**src/design/nearest_barcode_hamming_match_unit_assert.svh**
```systemverilog
// Assertion macros for the barcode matcher.
`ifndef NEAREST_BARCODE_HAMMING_MATCH_UNIT_ASSERT_SVH
`define NEAREST_BARCODE_HAMMING_MATCH_UNIT_ASSERT_SVH

`ifndef ASSERT_OFF
`define NBHM_ASSERT_IMPL(lbl, ante, cons, msg) \
  lbl: assert property (@(posedge clk) disable iff (rst) (ante) |-> (cons)) else $error(msg);
`define NBHM_ASSERT_NEXT(lbl, ante, cons, msg) \
  lbl: assert property (@(posedge clk) disable iff (rst) (ante) |=> (cons)) else $error(msg);
`else
`define NBHM_ASSERT_IMPL(lbl, ante, cons, msg)
`define NBHM_ASSERT_NEXT(lbl, ante, cons, msg)
`endif

`endif

```
**src/design/nbhm_pkg.sv**
```systemverilog
package nbhm_pkg;

  localparam int BARCODE_SLOTS_DEF = 16;
  localparam int BARCODE_MAX_LEN_DEF = 16;

  localparam int CNT_W = 5;
  localparam logic [CNT_W-1:0] CNT_MAX = 5'd31;

  localparam int CFG_INDEX_W = 2;
  localparam int CFG_DATA_W = 5;
  localparam logic [CFG_INDEX_W-1:0] CFG_MAX_DIFFS = 2'd0;
  localparam logic [CFG_INDEX_W-1:0] CFG_PREFIX_MATCH = 2'd1;
  localparam logic [CFG_INDEX_W-1:0] CFG_BARCODE_COUNT = 2'd2;

  localparam logic CMD_LOAD = 1'b0;
  localparam logic CMD_READ = 1'b1;

  typedef enum logic [4:0] {
    ST_IDLE   = 5'b00001,
    ST_LOAD   = 5'b00010,
    ST_SWEEP  = 5'b00100,
    ST_DRAIN  = 5'b01000,
    ST_FINISH = 5'b10000
  } nbhm_state_t;

  typedef struct packed {
    logic       en;
    logic       last;
    logic [3:0] slot;
    logic [3:0] position;
    logic [7:0] symbol;
  } nbhm_load_t;

  function automatic logic [7:0] up_case(input logic [7:0] c);
    if (c >= 8'h61 && c <= 8'h7A) begin
      return c - 8'h20;
    end
    return c;
  endfunction

endpackage

```
**src/design/nbhm_symbol_store.sv**
```systemverilog
module nbhm_symbol_store #(
  parameter int BARCODE_SLOTS = nbhm_pkg::BARCODE_SLOTS_DEF,
  parameter int BARCODE_MAX_LEN = nbhm_pkg::BARCODE_MAX_LEN_DEF,
  localparam int SLOT_W = (BARCODE_SLOTS > 1) ? $clog2(BARCODE_SLOTS) : 1,
  localparam int LEN_W = (BARCODE_MAX_LEN > 1) ? $clog2(BARCODE_MAX_LEN) : 1
) (
  input  logic                 clk,
  input  nbhm_pkg::nbhm_load_t load,
  input  logic [SLOT_W-1:0]    rd_slot,
  input  logic [LEN_W-1:0]     rd_pos,
  output logic [7:0]           rd_symbol
);
  import nbhm_pkg::*;

  localparam int DEPTH = 2 ** (SLOT_W + LEN_W);

  logic [7:0] mem [DEPTH];
  logic [7:0] rdata;

  always_ff @(posedge clk) begin
    if (load.en) begin
      mem[{SLOT_W'(load.slot), LEN_W'(load.position)}] <= load.symbol;
    end
    rdata <= mem[{rd_slot, rd_pos}];
  end

  assign rd_symbol = up_case(rdata);

endmodule

```
**src/design/nbhm_slot_store.sv**
```systemverilog
module nbhm_slot_store #(
  parameter int BARCODE_SLOTS = nbhm_pkg::BARCODE_SLOTS_DEF,
  parameter int BARCODE_MAX_LEN = nbhm_pkg::BARCODE_MAX_LEN_DEF,
  localparam int SLOT_W = (BARCODE_SLOTS > 1) ? $clog2(BARCODE_SLOTS) : 1,
  localparam int LENV_W = $clog2(BARCODE_MAX_LEN + 1)
) (
  input  logic                      clk,
  input  logic                      rst,
  input  nbhm_pkg::nbhm_load_t      load,
  input  logic [SLOT_W-1:0]         rd_addr,
  output logic [LENV_W-1:0]         rd_len,
  output logic [nbhm_pkg::CNT_W-1:0] rd_cnt,
  input  logic                      wb_en,
  input  logic [SLOT_W-1:0]         wb_addr,
  input  logic [LENV_W-1:0]         wb_len,
  input  logic [nbhm_pkg::CNT_W-1:0] wb_cnt,
  input  logic                      clear_counts
);
  import nbhm_pkg::*;

  localparam int WORD_W = LENV_W + CNT_W;

  logic [WORD_W-1:0]        mem [BARCODE_SLOTS];
  logic [BARCODE_SLOTS-1:0] len_valid;
  logic [BARCODE_SLOTS-1:0] cnt_valid;
  logic [SLOT_W-1:0]        raddr;
  logic [SLOT_W-1:0]        waddr;
  logic                     we;
  logic [WORD_W-1:0]        wdata;
  logic [WORD_W-1:0]        rdata;
  logic                     rd_lv;
  logic                     rd_cv;
  logic                     ld_pend;
  logic [SLOT_W-1:0]        ld_addr;
  logic [LENV_W-1:0]        ld_len;

  assign raddr = load.en ? SLOT_W'(load.slot) : rd_addr;
  assign rd_len = rd_lv ? rdata[WORD_W-1:CNT_W] : '0;
  assign rd_cnt = rd_cv ? rdata[CNT_W-1:0] : '0;

  // A length load keeps the slot's running count, so it reads the word first.
  assign we = ld_pend || wb_en;
  assign waddr = ld_pend ? ld_addr : wb_addr;
  assign wdata = ld_pend ? {ld_len, rd_cnt} : {wb_len, wb_cnt};

  always_ff @(posedge clk) begin
    if (we) begin
      mem[waddr] <= wdata;
    end
    rdata <= mem[raddr];
    ld_addr <= SLOT_W'(load.slot);
    ld_len <= LENV_W'({1'b0, load.position} + 5'd1);
  end

  always_ff @(posedge clk) begin
    if (rst) begin
      ld_pend <= 1'b0;
      len_valid <= '0;
      cnt_valid <= '0;
      rd_lv <= 1'b0;
      rd_cv <= 1'b0;
    end else begin
      ld_pend <= load.en && load.last;
      rd_lv <= len_valid[raddr];
      rd_cv <= cnt_valid[raddr];
      if (ld_pend) begin
        len_valid[ld_addr] <= 1'b1;
      end
      if (clear_counts) begin
        cnt_valid <= '0;
      end else if (wb_en) begin
        cnt_valid[wb_addr] <= 1'b1;
      end
    end
  end

endmodule

```
**src/design/nearest_barcode_hamming_match_unit.sv**
```systemverilog
// Nearest barcode matcher by Hamming distance. A load item (command 0) writes one barcode
// character and, when last is set, the slot's length. A read item (command 1) sweeps the
// slots one per cycle through the single read ports of the symbol memory and the slot
// memory, which holds each slot's length and mismatch count, then the last count is written
// back and the item retires. A read item with last set yields one result with the eligible
// slot of fewest mismatches, lowest slot on ties. No clearing pass is needed after reset.
`include "nearest_barcode_hamming_match_unit_assert.svh"

module nearest_barcode_hamming_match_unit #(
  parameter int BARCODE_SLOTS = nbhm_pkg::BARCODE_SLOTS_DEF,
  parameter int BARCODE_MAX_LEN = nbhm_pkg::BARCODE_MAX_LEN_DEF
) (
  input  logic                             clk,
  input  logic                             rst,
  input  logic                             cfg_valid,
  output logic                             cfg_ready,
  input  logic [nbhm_pkg::CFG_INDEX_W-1:0] cfg_index,
  input  logic [nbhm_pkg::CFG_DATA_W-1:0]  cfg_data,
  input  logic                             in_valid,
  output logic                             in_ready,
  input  logic                             command,
  input  logic [7:0]                       symbol,
  input  logic [3:0]                       slot,
  input  logic [3:0]                       position,
  input  logic                             last,
  output logic                             out_valid,
  input  logic                             out_ready,
  output logic [3:0]                       best_slot,
  output logic [4:0]                       min_diffs,
  output logic                             found,
  output logic                             assigned
);
  import nbhm_pkg::*;

  localparam int SLOT_W = (BARCODE_SLOTS > 1) ? $clog2(BARCODE_SLOTS) : 1;
  localparam int LEN_W = (BARCODE_MAX_LEN > 1) ? $clog2(BARCODE_MAX_LEN) : 1;
  localparam int LENV_W = $clog2(BARCODE_MAX_LEN + 1);
  localparam int RL_W = $clog2(BARCODE_MAX_LEN + 2);
  localparam logic [SLOT_W-1:0] LAST_B = SLOT_W'(BARCODE_SLOTS - 1);
  localparam logic [RL_W-1:0] RL_SAT = RL_W'(BARCODE_MAX_LEN + 1);

  nbhm_state_t       state;
  logic [4:0]        max_diffs;
  logic              prefix_match;
  logic [4:0]        barcode_count;
  logic [RL_W-1:0]   read_length;
  logic [RL_W-1:0]   ql;
  logic [7:0]        usym;
  logic              last_q;
  logic [SLOT_W-1:0] sweep_b;
  logic              s1_valid;
  logic [SLOT_W-1:0] s1_b;
  logic              found_acc;
  logic [SLOT_W-1:0] best;
  logic [CNT_W-1:0]  bestd;
  logic              in_acc;
  logic              in_range;
  nbhm_load_t        load;
  logic [7:0]        rd_symbol;
  logic [LENV_W-1:0] rd_len;
  logic [CNT_W-1:0]  rd_cnt;
  logic [RL_W-1:0]   len_ext;
  logic [CNT_W-1:0]  new_cnt;
  logic              eligible;
  logic              take;
  logic              out_free;
  logic              result_load;

  assign cfg_ready = 1'b1;
  assign in_ready = (state == ST_IDLE);
  assign in_acc = in_valid && in_ready;
  assign in_range = (9'(slot) < 9'(BARCODE_SLOTS)) && (7'(position) < 7'(BARCODE_MAX_LEN));

  assign load.en = in_acc && (command == CMD_LOAD) && in_range;
  assign load.last = last;
  assign load.slot = slot;
  assign load.position = position;
  assign load.symbol = symbol;

  nbhm_symbol_store #(
    .BARCODE_SLOTS(BARCODE_SLOTS),
    .BARCODE_MAX_LEN(BARCODE_MAX_LEN)
  ) u_symbols (
    .clk(clk),
    .load(load),
    .rd_slot(sweep_b),
    .rd_pos(LEN_W'(read_length)),
    .rd_symbol(rd_symbol)
  );

  nbhm_slot_store #(
    .BARCODE_SLOTS(BARCODE_SLOTS),
    .BARCODE_MAX_LEN(BARCODE_MAX_LEN)
  ) u_slots (
    .clk(clk),
    .rst(rst),
    .load(load),
    .rd_addr(sweep_b),
    .rd_len(rd_len),
    .rd_cnt(rd_cnt),
    .wb_en(s1_valid),
    .wb_addr(s1_b),
    .wb_len(rd_len),
    .wb_cnt(new_cnt),
    .clear_counts(result_load)
  );

  assign ql = (read_length == RL_SAT) ? read_length : read_length + RL_W'(1);
  assign len_ext = RL_W'(rd_len);

  always_comb begin
    new_cnt = rd_cnt;
    if (read_length < len_ext && rd_symbol != usym && rd_cnt != CNT_MAX) begin
      new_cnt = rd_cnt + CNT_W'(1);
    end
  end

  assign eligible = (9'(s1_b) < 9'(barcode_count)) && (ql >= len_ext) &&
                    (prefix_match || ql == len_ext);
  assign take = s1_valid && last_q && eligible && (!found_acc || new_cnt < bestd);
  assign out_free = !out_valid || out_ready;
  assign result_load = (state == ST_FINISH) && last_q && out_free;

  always_ff @(posedge clk) begin
    if (rst) begin
      state <= ST_IDLE;
      max_diffs <= '0;
      prefix_match <= 1'b1;
      barcode_count <= '0;
      read_length <= '0;
      s1_valid <= 1'b0;
      found_acc <= 1'b0;
      out_valid <= 1'b0;
    end else begin
      if (cfg_valid && cfg_ready) begin
        case (cfg_index)
          CFG_MAX_DIFFS: max_diffs <= cfg_data;
          CFG_PREFIX_MATCH: prefix_match <= cfg_data[0];
          CFG_BARCODE_COUNT: barcode_count <= cfg_data;
          default: ;
        endcase
      end
      s1_valid <= (state == ST_SWEEP);
      if (take) begin
        found_acc <= 1'b1;
      end
      case (state)
        ST_IDLE: begin
          if (in_acc) begin
            if (command == CMD_READ) begin
              state <= ST_SWEEP;
              found_acc <= 1'b0;
            end else begin
              state <= ST_LOAD;
            end
          end
        end
        ST_LOAD: state <= ST_IDLE;
        ST_SWEEP: begin
          if (sweep_b == LAST_B) begin
            state <= ST_DRAIN;
          end
        end
        ST_DRAIN: state <= ST_FINISH;
        ST_FINISH: begin
          if (!last_q) begin
            read_length <= ql;
            state <= ST_IDLE;
          end else if (out_free) begin
            read_length <= '0;
            state <= ST_IDLE;
          end
        end
        default: state <= ST_IDLE;
      endcase
      if (result_load) begin
        out_valid <= 1'b1;
      end else if (out_ready) begin
        out_valid <= 1'b0;
      end
    end
  end

  always_ff @(posedge clk) begin
    if (in_acc && command == CMD_READ) begin
      usym <= up_case(symbol);
      last_q <= last;
      sweep_b <= '0;
      best <= '0;
      bestd <= '0;
    end else if (state == ST_SWEEP) begin
      sweep_b <= sweep_b + SLOT_W'(1);
    end
    s1_b <= sweep_b;
    if (take) begin
      best <= s1_b;
      bestd <= new_cnt;
    end
    if (result_load) begin
      best_slot <= 4'(best);
      min_diffs <= bestd;
      found <= found_acc;
      assigned <= found_acc && (bestd <= max_diffs);
    end
  end

  `NBHM_ASSERT_IMPL(a_ready_idle, in_ready, !s1_valid && state == ST_IDLE, "accepting with a sweep pending")
  `NBHM_ASSERT_NEXT(a_sweep_end, state == ST_SWEEP && sweep_b == LAST_B, state == ST_DRAIN && s1_valid, "sweep did not drain")
  `NBHM_ASSERT_IMPL(a_none_zero, out_valid && !found, best_slot == 4'd0 && min_diffs == 5'd0 && !assigned, "empty result not zero")
  `NBHM_ASSERT_NEXT(a_read_done, result_load, out_valid && read_length == '0 && state == ST_IDLE, "read not retired")

endmodule
```
**config.mk**
```make
export PLATFORM = sky130hd
export DESIGN_NAME = nearest_barcode_hamming_match_unit
export DESIGN_NICKNAME = d
export VERILOG_FILES = /design/src/design/nbhm_pkg.sv /design/src/design/nbhm_symbol_store.sv /design/src/design/nbhm_slot_store.sv /design/src/design/nearest_barcode_hamming_match_unit.sv
export VERILOG_INCLUDE_DIRS = /design/src /design/src/design
export SDC_FILE = /design/constraint.sdc
export NUM_CORES = 2
export LEC_CHECK = 0
export ABC_AREA = 1
export BUFFER_PORTS_ARGS = -buffer_cell sky130_fd_sc_hd__clkbuf_2
export CAP_MARGIN = 20
export CORE_MARGIN = 2
export CORE_UTILIZATION = 30
export DETAILED_ROUTE_END_ITERATION = 16
export PLACE_DENSITY = 0.48
export SLEW_MARGIN = 20
export SYNTH_ARGS = -nofsm -noshare
export SYNTH_HDL_FRONTEND = slang
export SYNTH_HIERARCHICAL = 1
export SYNTH_SLANG_ARGS = --single-unit
```
**constraint.sdc**
```tcl
create_clock -name clk -period 4.8 [get_ports clk]
set_input_delay 0.96 -clock clk [delete_from_list [all_inputs] [get_ports clk]]
set_output_delay 0.96 -clock clk [all_outputs]
set_load 0.01 [all_outputs]
```
# After elaboration in Yosys (flattened, before gate mapping)
# Memory sizes are Yosys's and may differ from the RTL's. A register that Yosys moved wholly into a read port is not among the register bits.
# Cells that the tools add are included.
dict set report totals {
  ram_bits 2208
  reg_bits 105
  memories 2
  elab_cells 142
  inputBits 30
  output_inout_bits 14
}
dict set report classes {
  add_sub_neg 6
  n_bitwise 3
  mux 44
  n_eq_ne 15
  n_reduce_logical 33
  magnitude_cmp 14
}
# name words width rd rd_clocked_by_memory_dff wr line_no
set memory_table {}
lappend memory_table {u_symbols.mem 256 8 1 1 1 nbhm_symbol_store.sv:17} ;# logic [7:0] mem [DEPTH];
lappend memory_table {u_slots.mem 16 10 1 1 1 nbhm_slot_store.sv:23} ;# logic [WORD_W-1:0] mem [BARCODE_SLOTS];
# operator count
set ops {}
lappend ops {{5-bit two-way mux} 12}
lappend ops {{8-bit two-way mux} 4}
lappend ops {{16-bit bitwise OR} 2}
lappend ops {{5-bit case mux with 4 select lines} 1}
lappend ops {{1-bit logical AND} 18}
lappend ops {{1-bit two-way mux} 17}
lappend ops {{8-bit by 7-bit >= comparator with 1-bit output (second input constant)} 2}
lappend ops {{8-bit by 7-bit <= comparator with 1-bit output (second input constant)} 2}
lappend ops {{4-bit two-way mux} 4}
lappend ops {{8-bit by 6-bit subtractor with 8-bit output (second input constant)} 2}
lappend ops {{4-bit by 5-bit less-than comparator with 1-bit output (second input constant)} 3}
lappend ops {{5-bit by 1-bit adder with 5-bit output (second input constant)} 2}
lappend ops {{5-bit equality test (second input constant)} 2}
lappend ops {{5-bit less-than comparator} 2}
lappend ops {{10-bit two-way mux} 1}
lappend ops {{1-bit binary-select mux with 4-bit select} 2}
lappend ops {{1-bit demux with 4-bit select} 2}
lappend ops {{4-bit by 1-bit >= comparator with 1-bit output (second input constant)} 2}
lappend ops {{8-bit inequality test} 1}
lappend ops {{2-bit AND reduction} 4}
lappend ops {{2-bit by 1-bit inequality test with 1-bit output (second input constant)} 3}
lappend ops {{4-bit by 1-bit adder with 5-bit output (second input constant)} 1}
lappend ops {{5-bit by 1-bit equality test with 1-bit output (second input constant)} 1}
lappend ops {{5-bit by 3-bit equality test with 1-bit output (second input constant)} 1}
lappend ops {{other kinds (19)} 24}

# Longest topological paths before layout
dict set report depth {
  depth_word 15
  depth_mapped 24
  ltp_nobuf 24
}

# By module
# The synthesis kept the hierarchy.
# module seq_area_each_um2 area_per_inst_um2 cells_per_inst instances
set by_module_without_submodules {}
lappend by_module_without_submodules {nbhm_symbol_store 61659.1 83535.1 7022 1}
lappend by_module_without_submodules {nbhm_slot_store 5885.6 8923.6 864 1}
lappend by_module_without_submodules {nearest_barcode_hamming_match_unit 1511.4 3155.5 371 1}

# Least setup slack after synthesis
# Ideal clock, no wire load.
dict set report synth_timing {
  path_kind {reg-to-reg}
  start {register u_slots.rd_cv}
  end {register best[0], enable pin}
  arrival_time_ns 2.788
  path_stages_with_launch 24
  setup_slack_ns 1.677
  setup_ns 0.334
  t_required_ns 4.466
  period_less_slack_ns 3.123
  n_path_buf 0
  path_cell_list {dfxtp_1 > nand2_1 > inv_1 > ha_1 > inv_1 > nor2_1 > ha_1 > nor2_1 > nand2_1 > inv_1 > o21ai_0 > nor2_2 > nand2_2 > nor2_1 > xor2_1 > inv_1 > ha_1 > a21oi_1 > nor2_1 > a211oi_1 > nand2_1 > nand2_2 > nand2_4 > nand2_1}
}
dict set report synth_via {
  elab_chain_cells 8
  word_cells_on_any_way 9
  cone_classes {add/sub (1); order compare (1); eq/ne (1); mux (2); reduce/logical (4)}
}
# element line_no
set synth_rtl {}
lappend synth_rtl {{start: declaration} nbhm_slot_store.sv:32} ;# logic rd_cv;
lappend synth_rtl {{start signal: assignment} nbhm_slot_store.sv:65} ;# rd_cv <= cnt_valid[raddr];
lappend synth_rtl {{5-bit two-way mux *} nbhm_slot_store.sv:39} ;# assign rd_cnt = rd_cv ? rdata[CNT_W-1:0] : '0;
lappend synth_rtl {{net rd_cnt[0]} nearest_barcode_hamming_match_unit.sv:61} ;# logic [CNT_W-1:0] rd_cnt;
lappend synth_rtl {{branches (longest 2 deep; another with 5-bit by 1-bit adder with 5-bit output)} n/a}
lappend synth_rtl {{5-bit two-way mux *} nearest_barcode_hamming_match_unit.sv:113} ;# if (read_length < len_ext && rd_symbol != usym && rd_cnt != CNT_MAX) begin
lappend synth_rtl {{net new_cnt[2]} nearest_barcode_hamming_match_unit.sv:63} ;# logic [CNT_W-1:0] new_cnt;
lappend synth_rtl {{5-bit less-than comparator *} nearest_barcode_hamming_match_unit.sv:120} ;# assign take = s1_valid && last_q && eligible && (!found_acc || new_cnt < bestd);
lappend synth_rtl {{1-bit logical OR *} nearest_barcode_hamming_match_unit.sv:120}
lappend synth_rtl {{1-bit logical AND *} nearest_barcode_hamming_match_unit.sv:120}
lappend synth_rtl {{2-bit nonzero test (no source line) *} n/a}
lappend synth_rtl {{end signal: assignment} nearest_barcode_hamming_match_unit.sv:189} ;# best <= '0;
lappend synth_rtl {{end signal: assignment} nearest_barcode_hamming_match_unit.sv:196} ;# best <= s1_b;
lappend synth_rtl {{end: declaration} nearest_barcode_hamming_match_unit.sv:54} ;# logic [SLOT_W-1:0] best;
# Mark *: on every way through the listed nets, which the timed path passes.
# A chain may end at the register's enable or synchronous reset.

==> results.cfg <==
[logic_synthesis]
yosysTopAreaCell = edfxtp_1
yosysWarningCount = 6
synth_cells = 8257
ys_top_cells_by_area = edfxtp_1, nand3_1, nand2_1
synth_seq_cells = 2331
synth-edff-count = 2237
synth_area_per_cell_um2 = 11.58
synth_top_flop_cell = edfxtp_1
syn_nets = 8316
synth.distinct_cells = 40
synth_top_area_share_pct = 70.26
syn_area_um2 = 95610
yosysSeqAreaShare_pct = 72.22
synth-async-reset-ratio_pct = 0

[global_route]
grt_max_degree = 186
grt_pass1_wl_um = 420900
grt_pass1_vias = 62190
grt_usage_pct = 17.37
overflow = 0
antenna_found_initial = 14

[clock_tree]
clk_path_buf_depth = 4
postCtsHoldBufs = 0
cts_setup_buffers = 0
tritoncts = yes
root_buffer = clkbuf_16
clock_latency_ns = 0.93
path_clk_slew_ns = 0.06
cts_made_buffers = 274
postCtsResizedCells = 0
htreeDepth = 5
cts.sinks = 2331

[critical_path]
worstSetupPathType = reg2reg
critPathMaxStageDelay_ns = 0.91
path_cells = nor2_1 -> inv_1 -> nor4_4 -> inv_1 -> nor2_1 -> inv_1 -> nor2_4 -> nand2_2 -> nor2_1
cp.required_ns = 5.34
startpoint_type = flop
crit_family = simple AND/OR/NAND/NOR gates
reg2reg_from = state[3]
r2r.worst_path.cells = 9
crit_buf_inv = 3
timing.rr.end = u_symbols/mem[64][1]
worstPathArrival_ns = 4.55
r2r_slack_ns = 0.79
crit_start = state[3]
worstPathMaxFanout = 26
cp_slowest_cell = nand2_2
cp-end-kind = flop

[drt]
wl_um = 286800
wl_met2_um = 133800
firstDrtPassIters = 6
ant_nets = 0
wl_met3_um = 18000
highest-signal-layer = met5
routed_via_density = 4.983
routedWlPerCell_um = 22.59
wl_met1_um = 128400
drc = 0
num_vias = 63280
initialDrtViolationCount = 6569

[hold_path]
holdCritStartpoint = last
hold_depth = 1
hold_class = in2reg
min_to = last_q

[outcome]
status = completed

[final_layout]
num-nets-final = 8380
drive_gt1_share_pct = 8.537
fill_cells = 31530
area_growth_pct = 14.41

[floorplan]
ios = 44
fp.dieArea_um2 = 323200
dieWidth_um = 568.5
die_h_um = 568.5
initial_core_util_pct = 30.11
row_count = 207
core-area_um2 = 317500

[sta]
finalClockSkew_ns = 0.04042
finalCriticalPeriod_ns = 4.006
final-setup-viol-count = 0
hold_viol = 0
fin_crit_sh_pct = 83.45
tightest_slew_ns = 1.156
fin_setup_tns_ns = 0
slew_viol_final = 0
fmax_mhz = 249.7
fin_ws_ns = 0.7944
relSlewSlack_pct = 22.64
rsz0062_at_grt = no

[placed_design]
hpwl_um = 168000
routabilityCongestion = 0.8351
port_buffers = 42
dp_slack_ns = 0.5688

[job]
maxCapViolCount = 0

[pwr]
power_leakage_nw = 37.74
vdd_drop_max_v = 0.0004278
power_density_nw_per_um2 = 401.4
-- flip-flops by register name (all words and copies together) (netlist names), 5 cells and up --
register	cells
bestd	5
read_length	5
min_diffs	5
max_diffs	5
u_symbols/mem	2048
usym	8
state	5
u_slots/ld_len	5
u_slots/rdata	10
u_slots/len_valid	16
u_slots/cnt_valid	16
barcode_count	5
u_slots/mem	160
u_symbols/rdata	8
-- cell type report --
type	count	area [um2]	share of cell area, %
Antenna cell	2	5.005	0.004575
Clock buffer	353	7376	6.743
Clock inverter	118	978.4	0.8944
Inverter	240	937.1	0.8567
Multi-Input combinational cell	5153	22930	20.96
Sequential cell	2331	69080	63.15
Tap cell	4180	5230	4.781
Timing Repair Buffer	321	2860	2.615
-- cells by family after synthesis --
family	synth area share, %
buffers and inverters	3.872
DFF	72.22
AOI/OAI and AO/OA	1.221
xor gates and xnor gates	0.1008
adders and majority gates	0.3795
and+or+nand+nor	22.20
other	0.003922
-- how the worst max path moves through the flow --
stage	cells past startpoint	end	slack (ns)
detailed placement	7	u_symbols/mem[112][6]	0.57
floorplan	23	best[0]	1.68
finish	9	u_symbols/mem[64][1]	0.79
global placement	7	u_symbols/mem[112][2]	0.60
global route	9	u_symbols/mem[64][1]	0.51
CTS	9	u_symbols/mem[64][6]	0.83
-- stage by stage --
step	power (mW)	utilization, %	instance area, um2	hold WS [ns]	std cells
floorplan	23.68	-	95610	0.3728	8257
global placement	24.62	31.80	101000	0.4126	12220
detailed placement	24.63	31.81	101000	0.4063	12230
CTS	44.38	34.44	109400	0.1447	12700
global route	45.27	34.45	109400	0.1787	12700
finish	43.91	34.45	109400	0.2240	12700
-- power breakdown --
part           leakage [nW]  internal [mW]  total [mW]  switching, mW
combinational          12.7          0.367        1.69           1.32
clock                  4.08           11.7        19.7           8.05
sequential             20.9           22.4        22.5         0.0834
-- layout by cell type (no fill, tap or decap), drive strengths merged, types with 4 or more instances in the layout --
master    count
o211ai       51
ha           29
clkinvlp      6
a21oi        66
nand4         4
nor2        408
clkbuf      387
dfxtp        94
nand2      2348
inv         243
nor3         12
xor2          8
clkinv       93
bufinv       16
nand3      2138
o21ai        69
edfxtp     2237
buf         287
-- synthesized netlist by cell type, types with 29 or more instances --
library cell	count
nor2_1	407
buf_1	32
nand2_1	2338
nand3_1	2138
ha_1	29
buf_4	81
o21ai_0	63
buf_2	284
o211ai_1	51
edfxtp_1	2237
inv_1	234
a21oi_1	66
dfxtp_1	94
clkbuf_1	117
-- per-layer routing --
metal | track usage (%) | vias to the layer above
li1 | - | 29210
met1 | 24.36 | 31580
met2 | 28.01 | 2105
met3 | 2.627 | 380
met4 | 4.553 | 2
met5 | 0 | -
No activity file was read; power rests on OpenSTA's default activity.
